**src/hw/rtl/hdd_fifo.sv**
```systemverilog
// Two-entry register queue with push/full and pop/empty.
// Stand-alone; no package.
`default_nettype none

module hdd_fifo #(
   parameter int WIDTH = 8
) (
   input  wire logic             clock,
   input  wire logic             reset,
   input  wire logic             push,
   input  wire logic [WIDTH-1:0] wr_data,
   output      logic             full,
   input  wire logic             pop,
   output      logic [WIDTH-1:0] rd_data,
   output      logic             empty
);

   localparam logic [1:0] CountFull = 2'd2;

   logic [WIDTH-1:0] mem_ff [2];
   logic             wr_ptr_ff;
   logic             rd_ptr_ff;
   logic [1:0]       count_ff;
   logic [1:0]       count_in;
   logic             wr_fire;
   logic             rd_fire;

   assign full    = (count_ff == CountFull);
   assign empty   = (count_ff == 2'd0);
   assign wr_fire = push && !full;
   assign rd_fire = pop && !empty;
   assign rd_data = mem_ff[rd_ptr_ff];

   always_comb begin
      count_in = count_ff;
      if (wr_fire && !rd_fire) begin
         count_in = count_ff + 2'd1;
      end else if (rd_fire && !wr_fire) begin
         count_in = count_ff - 2'd1;
      end
   end

   // pointers and fill count
   always_ff @(posedge clock) begin
      if (reset) begin
         wr_ptr_ff <= 1'b0;
         rd_ptr_ff <= 1'b0;
         count_ff  <= 2'd0;
      end else begin
         count_ff <= count_in;
         if (wr_fire) begin
            wr_ptr_ff <= !wr_ptr_ff;
         end
         if (rd_fire) begin
            rd_ptr_ff <= !rd_ptr_ff;
         end
      end
   end

   // storage
   always_ff @(posedge clock) begin
      if (wr_fire) begin
         mem_ff[wr_ptr_ff] <= wr_data;
      end
   end

endmodule

`default_nettype wire

```
**config.mk**
```make
export PLATFORM = sky130hd
export DESIGN_NAME = hdd_fifo
export DESIGN_NICKNAME = d
export VERILOG_FILES = /design/src/hw/rtl/hdd_fifo.sv
export SDC_FILE = /design/constraint.sdc
export NUM_CORES = 1
export LEC_CHECK = 0
export ABC_AREA = 1
export ABC_CLOCK_PERIOD_IN_PS = 2000
export BUFFER_PORTS_ARGS = -buffer_cell sky130_fd_sc_hd__buf_2
export CAP_MARGIN = 20
export CELL_PAD_IN_SITES_DETAIL_PLACEMENT = 2
export CELL_PAD_IN_SITES_GLOBAL_PLACEMENT = 2
export CORE_UTILIZATION = 30
export DETAILED_ROUTE_END_ITERATION = 8
export PLACE_DENSITY = 0.77
export SYNTH_ARGS = -nofsm -noshare
export SYNTH_HDL_FRONTEND = slang
export SYNTH_SLANG_ARGS = --single-unit
```
**constraint.sdc**
```tcl
create_clock -name clock -period 2 [get_ports clock]
set_clock_uncertainty 0.2 [all_clocks]
set_input_delay 0.6 -clock clock [delete_from_list [all_inputs] [get_ports clock]]
set_output_delay 0.6 -clock clock [all_outputs]
set_load 0.02 [all_outputs]
```
==> impl_metrics.toml <==
[run_status]
outcome = "finished, final reports clean"

[setup_path]
worstPathArrival_ns = 1.19
cpPeakStageDelay_ns = 0.45
critPathLaunchType = "flop"
cp-end-kind = "output pin"
timing.rr.start = "count_ff[1]$_SDFFE_PP0P_"
crit_path_max_fanout = 8
path_cells = "mux2_4, buf_6"
reg2reg_depth = 9
crit_type = "reg2out"
cpMaxStageDelayCell = "dfxtp_4"
cp.required_ns = 1.20

[final_layout]
area.growth.synth_to_final_pct = 31.7
final_cell_mix = "edfxtp_1 (16), buf_2 (13), nor2_1 (9)"
stdcell_count = 118
final_common_cell = "edfxtp_1"
final_area_um2 = 1090
ff_latch_area_um2 = 584
num-fill-cells = 271
antennaDiodeCount = 0
final_nets = 102
multi_input_area_um2 = 239
drive_gt1_share_pct = 45.5

[place]
numPlacedInstances = 114
gp_congestion = 0.665
dp_hpwl_mm = 1.20
dpl-instance-area_um2 = 981
pre_cts_ws_ns = 0.119
io_buffers = 21

[sta]
clock.fmax_ghz = 0.501
fin_crit_sh_pct = 99.7
fin_crit_ns = 1.99
fin_ws_ns = 0.00528
grt_setup_unrepaired = "yes"
report.final.hold_viol_count = 0
hold_slack_ns = 0.291
max_slew_margin_pct = 78.8
setup_viol = 0
slew_violations = 0
worst_slew_pin_slew_ns = 0.318

[grt]
grt_first_pass_wirelength_mm = 2.59
grt_remaining_overflow = 0
antenna_found_initial = 0
grt_usage_pct = 12.7
grt_max_degree = 12
grt_pass1_vias = 558

[yosys]
synth-seq-area-share_pct = 70.1
avgSynthCellArea_um2 = 13.4
synth_warnings = 0
synth_nets = 75
netlist.area_leader.share_pct = 58.0
netlist_instances = 62
synth_seq_cells = 21
yosys.area.top_type = "edfxtp_1"
synth.distinct_cells = 16
mappedNetlistArea_um2 = 828
synthTopCellsByArea = "edfxtp_1 (58%), dfxtp_1 (12%), mux2_2 (11%), nor2_1 (4.1%), inv_1 (3.2%)"

[hold_path]
hp-start = "wr_data[7]"
holdPathStages = 1
hp-class = "in2reg"

[clock_network]
numClockSinks = 21
cts_buffer_depth = 2
cts_htree_levels = 1
insertion_delay_ns = 0.29
clk_pin_slew_ns = 0.11
cts-root-buf = "clkbuf_4"
post_cts_buffers = 0
cts_inserted_buffers = 3
cts_tree = "yes"

[detailed_routing]
post_drt_via_cell_ratio = 4.58
wl_mm = 1.58
detail_route.first_pass.iterations = 2
wl_per_cell_um = 13.3
drt-initial-drc-count = 3
drc = 0
via_count = 540
ant_nets = 0

[die]
die_x_um = 54.5
fp.coreArea_um2 = 2540
die_h_um = 54.5
initial_core_util_pct = 32.5
num_rows = 18
die_area_um2 = 2980
ios = 22

[power]
total_power_uw = 1350
power_leakage_uw = 0.000462
p_per_area_nw_per_um2 = 1230
vdd_drop_max_mv = 0.609

[job]
drv_cap = 0
-- area by class of cell --
type                       count  share of cell area [%]
inverter                       9                    3.10
timing repair buffer          23                    15.6
tap                           30                    3.44
clock buffer                   4                    2.41
sequential                    21                    53.6
multi-input combinational     31                    21.9
-- report_power, final --
group | total, uW | switching (uW) | internal [uW] | leakage, uW
Sequential | 633 | 72.5 | 560 | 0.000191
Combinational | 522 | 266 | 257 | 0.000256
Clock | 192 | 115 | 77.4 | 0.0000150
-- worst max-delay path, delay by kind of cell, from the launching register on --
family,cells,cell delay [ns]
flip-flops,1,0.45
multiplexers,1,0.33
buffers and inverters,1,0.13
-- per-layer routing --
metal	global-route usage [%]	wire length [um]
met5	0	0
met4	2.56	10
met3	2.50	54
met2	24.0	868
met1	14.6	642
-- sequential cells by signal, indices dropped and copies added (netlist names), named ones only --
signal / cells
rd_ptr_ff: 1
mem_ff: 16
wr_ptr_ff: 1
count_ff: 2
-- stage by stage --
step	util (%)	setup TNS, ns
2_1_floorplan	-	0
3_3_place_gp	38.5	0
3_5_place_dp	38.5	0
6_report	42.9	0
4_1_cts	42.9	-0.0723
5_1_grt	42.9	-0.308
-- cell families (layout without fill, tap and decap cells) --
group / Yosys count / count (layout) / synth area share, %
AOI/OAI and AO/OA: 6 / 6 / 4.53
adders and majority gates: 1 / 1 / 1.51
DFF: 21 / 21 / 70.1
buffers and inverters: 10 / 36 / 4.68
and+or+nand+nor: 16 / 16 / 8.31
muxes: 8 / 8 / 10.9
-- worst paths after layout --
check                             endpoint  slack (ns)
setup / recovery                rd_data[3]       0.005
hold / removal      mem_ff[0][7]$_DFFE_PP_        0.29
setup reg to reg  count_ff[1]$_SDFFE_PP0P_        0.30
hold reg to reg     rd_ptr_ff$_SDFFE_PP0P_        0.38
-- cells in the mapped netlist --
library cell,n
buf_2,1
nand4_1,1
dfxtp_1,5
o21ai_1,1
nand2_1,4
nor2_1,9
o21ai_0,2
o21ai_2,2
a21oi_1,1
ha_1,1
nand3_1,1
inv_1,7
inv_2,2
mux2_2,8
and2_4,1
edfxtp_1,16
-- what timing repair did --
| action | in CTS | in global routing |
|---|---|---|
| setup endpoints to repair | 8 | 8 |
| hold buffers | 0 | 0 |
| resized for setup | 26 | 0 |
No activity file was read; power rests on OpenSTA's default activity.
