==> config.mk <==
export PLATFORM = sky130hd
export DESIGN_NAME = hdd_front
export DESIGN_NICKNAME = d
export VERILOG_FILES = /design/src/hw/rtl/hdd_pkg.sv /design/src/hw/rtl/hdd_front.sv
export SDC_FILE = /design/constraint.sdc
export NUM_CORES = 1
export LEC_CHECK = 0
export ABC_CLOCK_PERIOD_IN_PS = 11300
export BUFFER_PORTS_ARGS = -buffer_cell sky130_fd_sc_hd__buf_2
export CELL_PAD_IN_SITES_DETAIL_PLACEMENT = 0
export CELL_PAD_IN_SITES_GLOBAL_PLACEMENT = 1
export CORE_MARGIN = 2
export CORE_UTILIZATION = 45
export DETAILED_ROUTE_END_ITERATION = 7
export GPL_TIMING_DRIVEN = 0
export PLACE_DENSITY_LB_ADDON = 0.1
export SKIP_LAST_GASP = 1
export SLEW_MARGIN = 20
export SYNTH_ARGS = -nofsm -noshare
export SYNTH_HDL_FRONTEND = slang
export SYNTH_SLANG_ARGS = --single-unit
==> constraint.sdc <==
create_clock -name clock -period 11.3 [get_ports clock]
set_clock_uncertainty 0.1 [all_clocks]
set_input_delay 0.565 -clock clock [delete_from_list [all_inputs] [get_ports clock]]
set_output_delay 0.565 -clock clock [all_outputs]
set_load 0.005 [all_outputs]
==> src/hw/rtl/hdd_pkg.sv <==
// Shared types and constants of the hashed duplicate detector.
// Used by the front, the back and the top level; depends on nothing.
`default_nettype none

package hdd_pkg;

   // field widths fixed by the interface
   localparam int VALUE_W  = 32;
   localparam int BUCKET_W = 11;
   localparam int BUCKET_RESET = 128;

   // remainder unit: 4 quotient bits per cycle
   localparam int DIV_BITS_PER_STEP = 4;
   localparam int DIV_STEPS = VALUE_W / DIV_BITS_PER_STEP;
   localparam int DIV_CNT_W = $clog2(DIV_STEPS);
   localparam logic [DIV_CNT_W-1:0] DIV_LAST = DIV_CNT_W'(DIV_STEPS - 1);

   // set epoch tags kept next to each slot; tag zero marks an empty slot
   localparam int EPOCH_W = 8;
   localparam logic [EPOCH_W-1:0] EPOCH_NONE  = '0;
   localparam logic [EPOCH_W-1:0] EPOCH_FIRST = EPOCH_W'(1);
   localparam logic [EPOCH_W-1:0] EPOCH_LAST  = '1;

   typedef struct packed {
      logic [VALUE_W-1:0] value;
      logic               first_of_set;
   } hdd_item_type;

   typedef struct packed {
      logic is_duplicate;
      logic any_duplicate;
      logic not_stored;
   } hdd_result_type;

   typedef struct packed {
      logic [EPOCH_W-1:0] tag;
      logic [VALUE_W-1:0] value;
   } hdd_slot_type;

endpackage

`default_nettype wire

==> src/hw/rtl/hdd_front.sv <==
// Front end: takes an item, forms the value's magnitude and its remainder
// by the bucket count (home slot), then hands item and home to the queue.
// Depends on hdd_pkg.
`default_nettype none

module hdd_front #(
   parameter int TABLE_DEPTH = 1024
) (
   input  wire logic                           clock,
   input  wire logic                           reset,
   input  wire logic                           push,
   input  wire hdd_pkg::hdd_item_type          item,
   output      logic                           full,
   input  wire logic                           hold,
   input  wire logic [$clog2(TABLE_DEPTH):0]   bucket_eff,
   output      logic                           q_push,
   output      hdd_pkg::hdd_item_type          q_item,
   output      logic [$clog2(TABLE_DEPTH)-1:0] q_home,
   input  wire logic                           q_full
);
   import hdd_pkg::*;

   localparam int AW = $clog2(TABLE_DEPTH);
   localparam int BW = AW + 1;

   typedef enum logic [1:0] {
      F_IDLE,
      F_DIV,
      F_PUSH
   } state_type;

   state_type            state_ff;
   hdd_item_type         item_ff;
   logic [VALUE_W-1:0]   dvd_ff;
   logic [VALUE_W-1:0]   dvd_in;
   logic [BW-1:0]        rem_ff;
   logic [BW-1:0]        rem_in;
   logic [BW:0]          trial;
   logic [DIV_CNT_W-1:0] cnt_ff;
   logic [VALUE_W-1:0]   mag;

   // magnitude; the most negative value maps to 2^31 unsigned
   assign mag = item.value[VALUE_W-1] ? (VALUE_W'(0) - item.value) : item.value;

   assign full   = (state_ff != F_IDLE) || hold;
   assign q_push = (state_ff == F_PUSH) && !q_full;
   assign q_item = item_ff;
   assign q_home = rem_ff[AW-1:0];

   // restoring remainder, a few dividend bits per cycle
   always_comb begin
      rem_in = rem_ff;
      dvd_in = dvd_ff;
      trial  = '0;
      for (int i = 0; i < DIV_BITS_PER_STEP; i++) begin
         trial  = {rem_in, dvd_in[VALUE_W-1]};
         dvd_in = {dvd_in[VALUE_W-2:0], 1'b0};
         if (trial >= {1'b0, bucket_eff}) begin
            trial = trial - {1'b0, bucket_eff};
         end
         rem_in = trial[BW-1:0];
      end
   end

   // sequencer: accept, iterate, hand off
   always_ff @(posedge clock) begin
      if (reset) begin
         state_ff <= F_IDLE;
         cnt_ff   <= '0;
      end else begin
         unique case (state_ff)
            F_IDLE: begin
               if (push && !full) begin
                  item_ff  <= item;
                  dvd_ff   <= mag;
                  rem_ff   <= '0;
                  cnt_ff   <= '0;
                  state_ff <= F_DIV;
               end
            end
            F_DIV: begin
               dvd_ff <= dvd_in;
               rem_ff <= rem_in;
               cnt_ff <= cnt_ff + DIV_CNT_W'(1);
               if (cnt_ff == DIV_LAST) begin
                  state_ff <= F_PUSH;
               end
            end
            F_PUSH: begin
               if (!q_full) begin
                  state_ff <= F_IDLE;
               end
            end
            default: state_ff <= F_IDLE;
         endcase
      end
   end

endmodule

`default_nettype wire

==> metrics.yaml <==
die-area_sq_um: 14600
synth_area_per_cell_sq_um: 9.85
gp_congestion: 0.939
grt_pass1_wl_um: 24100
die_w_um: 121
via_count: 5000
cts_hold_buf: 0
syn-cell-area_sq_um: 6160
firstDrtPassIters: 4
synthCells: 625
clk_pin_slew_ps: 60
crit_path_top_delay_cell: "nor4_1"
synthDistinctLibCells: 62
final_common_cell: "buf_2"
synth_top_flop_cell: "edfxtp_1"
worst_slew_pin_slew_ps: 768
grt_setup_unrepaired: "no"
coreArea_sq_um: 13300
route.detailed.drc: 0
grt_pass1_vias: 4939
wire_per_inst_um: 16.6
critical_path_class: "input port to flop"
postCtsSetupBuffers: 0
r2r-end: "rem_ff[6]"
worstHoldStart: "item[0]"
cts_sinks: 81
cts-htree-levels: 3
cts_tree: "built"
cp_slowest_stage_delay_ps: 520
post-route-min-period_ps: 9630
cts_resized: 0
synth-seq-area-share_pct: 38.7
clockBufferDepth: 2
grt_usage_pct: 21.1
rr_startpoint: "dvd_ff[31]"
synth_fp_nets: 725
syn2layout_area_growth_pct: 16.8
port_buffers: 93
hold_path.class: "input port to flop"
ys_ff_latch: 81
synth-async-reset-ratio_pct: 0
cts.root.buffer_cell: "clkbuf_16"
finalCritPeriodShare_pct: 85.2
worst-path-max-fanout: 10
hold_path_depth: 1
num_antenna_cells: 0
synth_warnings: 0
cap_violations: 0
cts_buffers: 9
grt_max_degree: 31
end_kind: "flop"
relSlewSlack_pct: 48.6
routed_wl_um: 15100
finalSetupViolCount: 0
ant_nets: 0
setup_tns_ps: 0
nets: 831
synth_edf_count: 76
crit_top_cell: "ha_1"
worstPathArrival_ps: 9590
insertion_delay_ps: 330
die_y_um: 121
finalHoldViolCount: 0
io_pins: 94
row_count: 42
crit_path_start_kind: "input port"
hpwl_um: 12300
fmax_ghz: 0.104
holdPathEnd: "q_item[0]"
required_ps: 11270
reg2reg_depth: 35
status: "complete, no violations"
overflow: 0
fill_cells: 1230
regToRegSetupSlack_ps: 1720
antenna_found_initial: 0
report.final.slew_viol_count: 0
drive_gt1_share_pct: 22.3
vias_per_cell: 5.49
mostFrequentLayoutCells: "buf_2 (93), edfxtp_1 (76), nand2_1 (64), o21ai_0 (48), ha_1 (47)"
drt_iter0_markers: 231
start_util_pct: 46.3
==> how the worst max path moves through the flow <==
stage                            end  slack (ps)           from
after floorplan           rem_ff[10]        2970  bucket_eff[0]
after global placement     rem_ff[6]        1340  bucket_eff[0]
after detailed placement   rem_ff[6]        1310  bucket_eff[0]
after CTS                  rem_ff[7]        1620  bucket_eff[0]
after global routing       rem_ff[6]        1050  bucket_eff[0]
final                      rem_ff[6]        1670  bucket_eff[0]
==> cell usage after synthesis (all sizes together) (4+ instances only) <==
master / number / area [sq um]
a211oi: 12 / 103
a21o: 10 / 75.1
a21oi: 23 / 115
buf: 12 / 97.6
clkbuf: 11 / 41.3
dfxtp: 5 / 100
edfxtp: 76 / 2280
fa: 4 / 80.1
ha: 47 / 588
inv: 33 / 124
mux2: 22 / 248
mux2i: 19 / 203
nand2: 66 / 253
nand2b: 6 / 37.5
nand3: 12 / 60.1
nand4: 8 / 50.1
nor2: 48 / 180
nor2b: 17 / 106
nor3: 14 / 70.1
nor4: 5 / 31.3
o211ai: 4 / 30.0
o21ai: 48 / 240
o31ai: 12 / 109
or2: 5 / 31.3
or3: 9 / 56.3
or4: 4 / 30.0
xnor2: 20 / 175
xor2: 32 / 280
==> final cells by class <==
class,count,area (sq um),share of cell area [%]
clock buffer,9,225,3.13
tap,176,220,3.06
timing repair buffer,95,513,7.13
inverter,33,124,1.72
buffer,23,139,1.93
clock inverter,6,60.1,0.835
multi-input combinational,488,3530,49.1
sequential,81,2380,33.1
==> registers in the layout, indices dropped and copies added, names as in the netlist <==
name	count
state_ff	2
rem_ff	11
cnt_ff	3
dvd_ff	32
q_item	33
==> critical path, delay by kind of cell <==
| kind | cells | cell delay, ps |
|---|---|---|
| buffers and inverters | 4 | 660 |
| AOI/OAI and AO/OA | 12 | 3090 |
| and+or+nand+nor | 10 | 1960 |
| muxes | 4 | 1610 |
| adders and majority gates | 5 | 1660 |
==> metal layers <==
layer	vias to the layer above	global-route usage, %	wire length [um]
met1	2364	24.7	6230
met5	-	0	0
met4	0	8.65	417
met3	25	3.05	537
li1	2502	-	-
met2	109	38.4	7920
==> through the flow <==
step	hold slack, ps	worst slack (ps)	instance area (sq um)	util, %	cells
floorplan	370	2970	6160	-	625
global placement	386	1340	6840	51.5	894
detailed placement	407	1310	6910	51.9	896
CTS	298	1620	7190	54.1	911
global route	309	1050	7190	54.1	911
finish	305	1670	7190	54.1	911
==> cells by family after synthesis <==
group	share of synthesized area, %
XOR/XNOR	7.40
AND/OR/NAND/NOR	16.1
adder cells (fa/ha/maj)	10.9
multiplexers	7.32
flip-flops	38.7
AO/OA/AOI/OAI	15.4
buffers and inverters	4.27
Power is not shown: default switching activity piles up to over one toggle a cycle in this logic, so the estimate is an artifact.
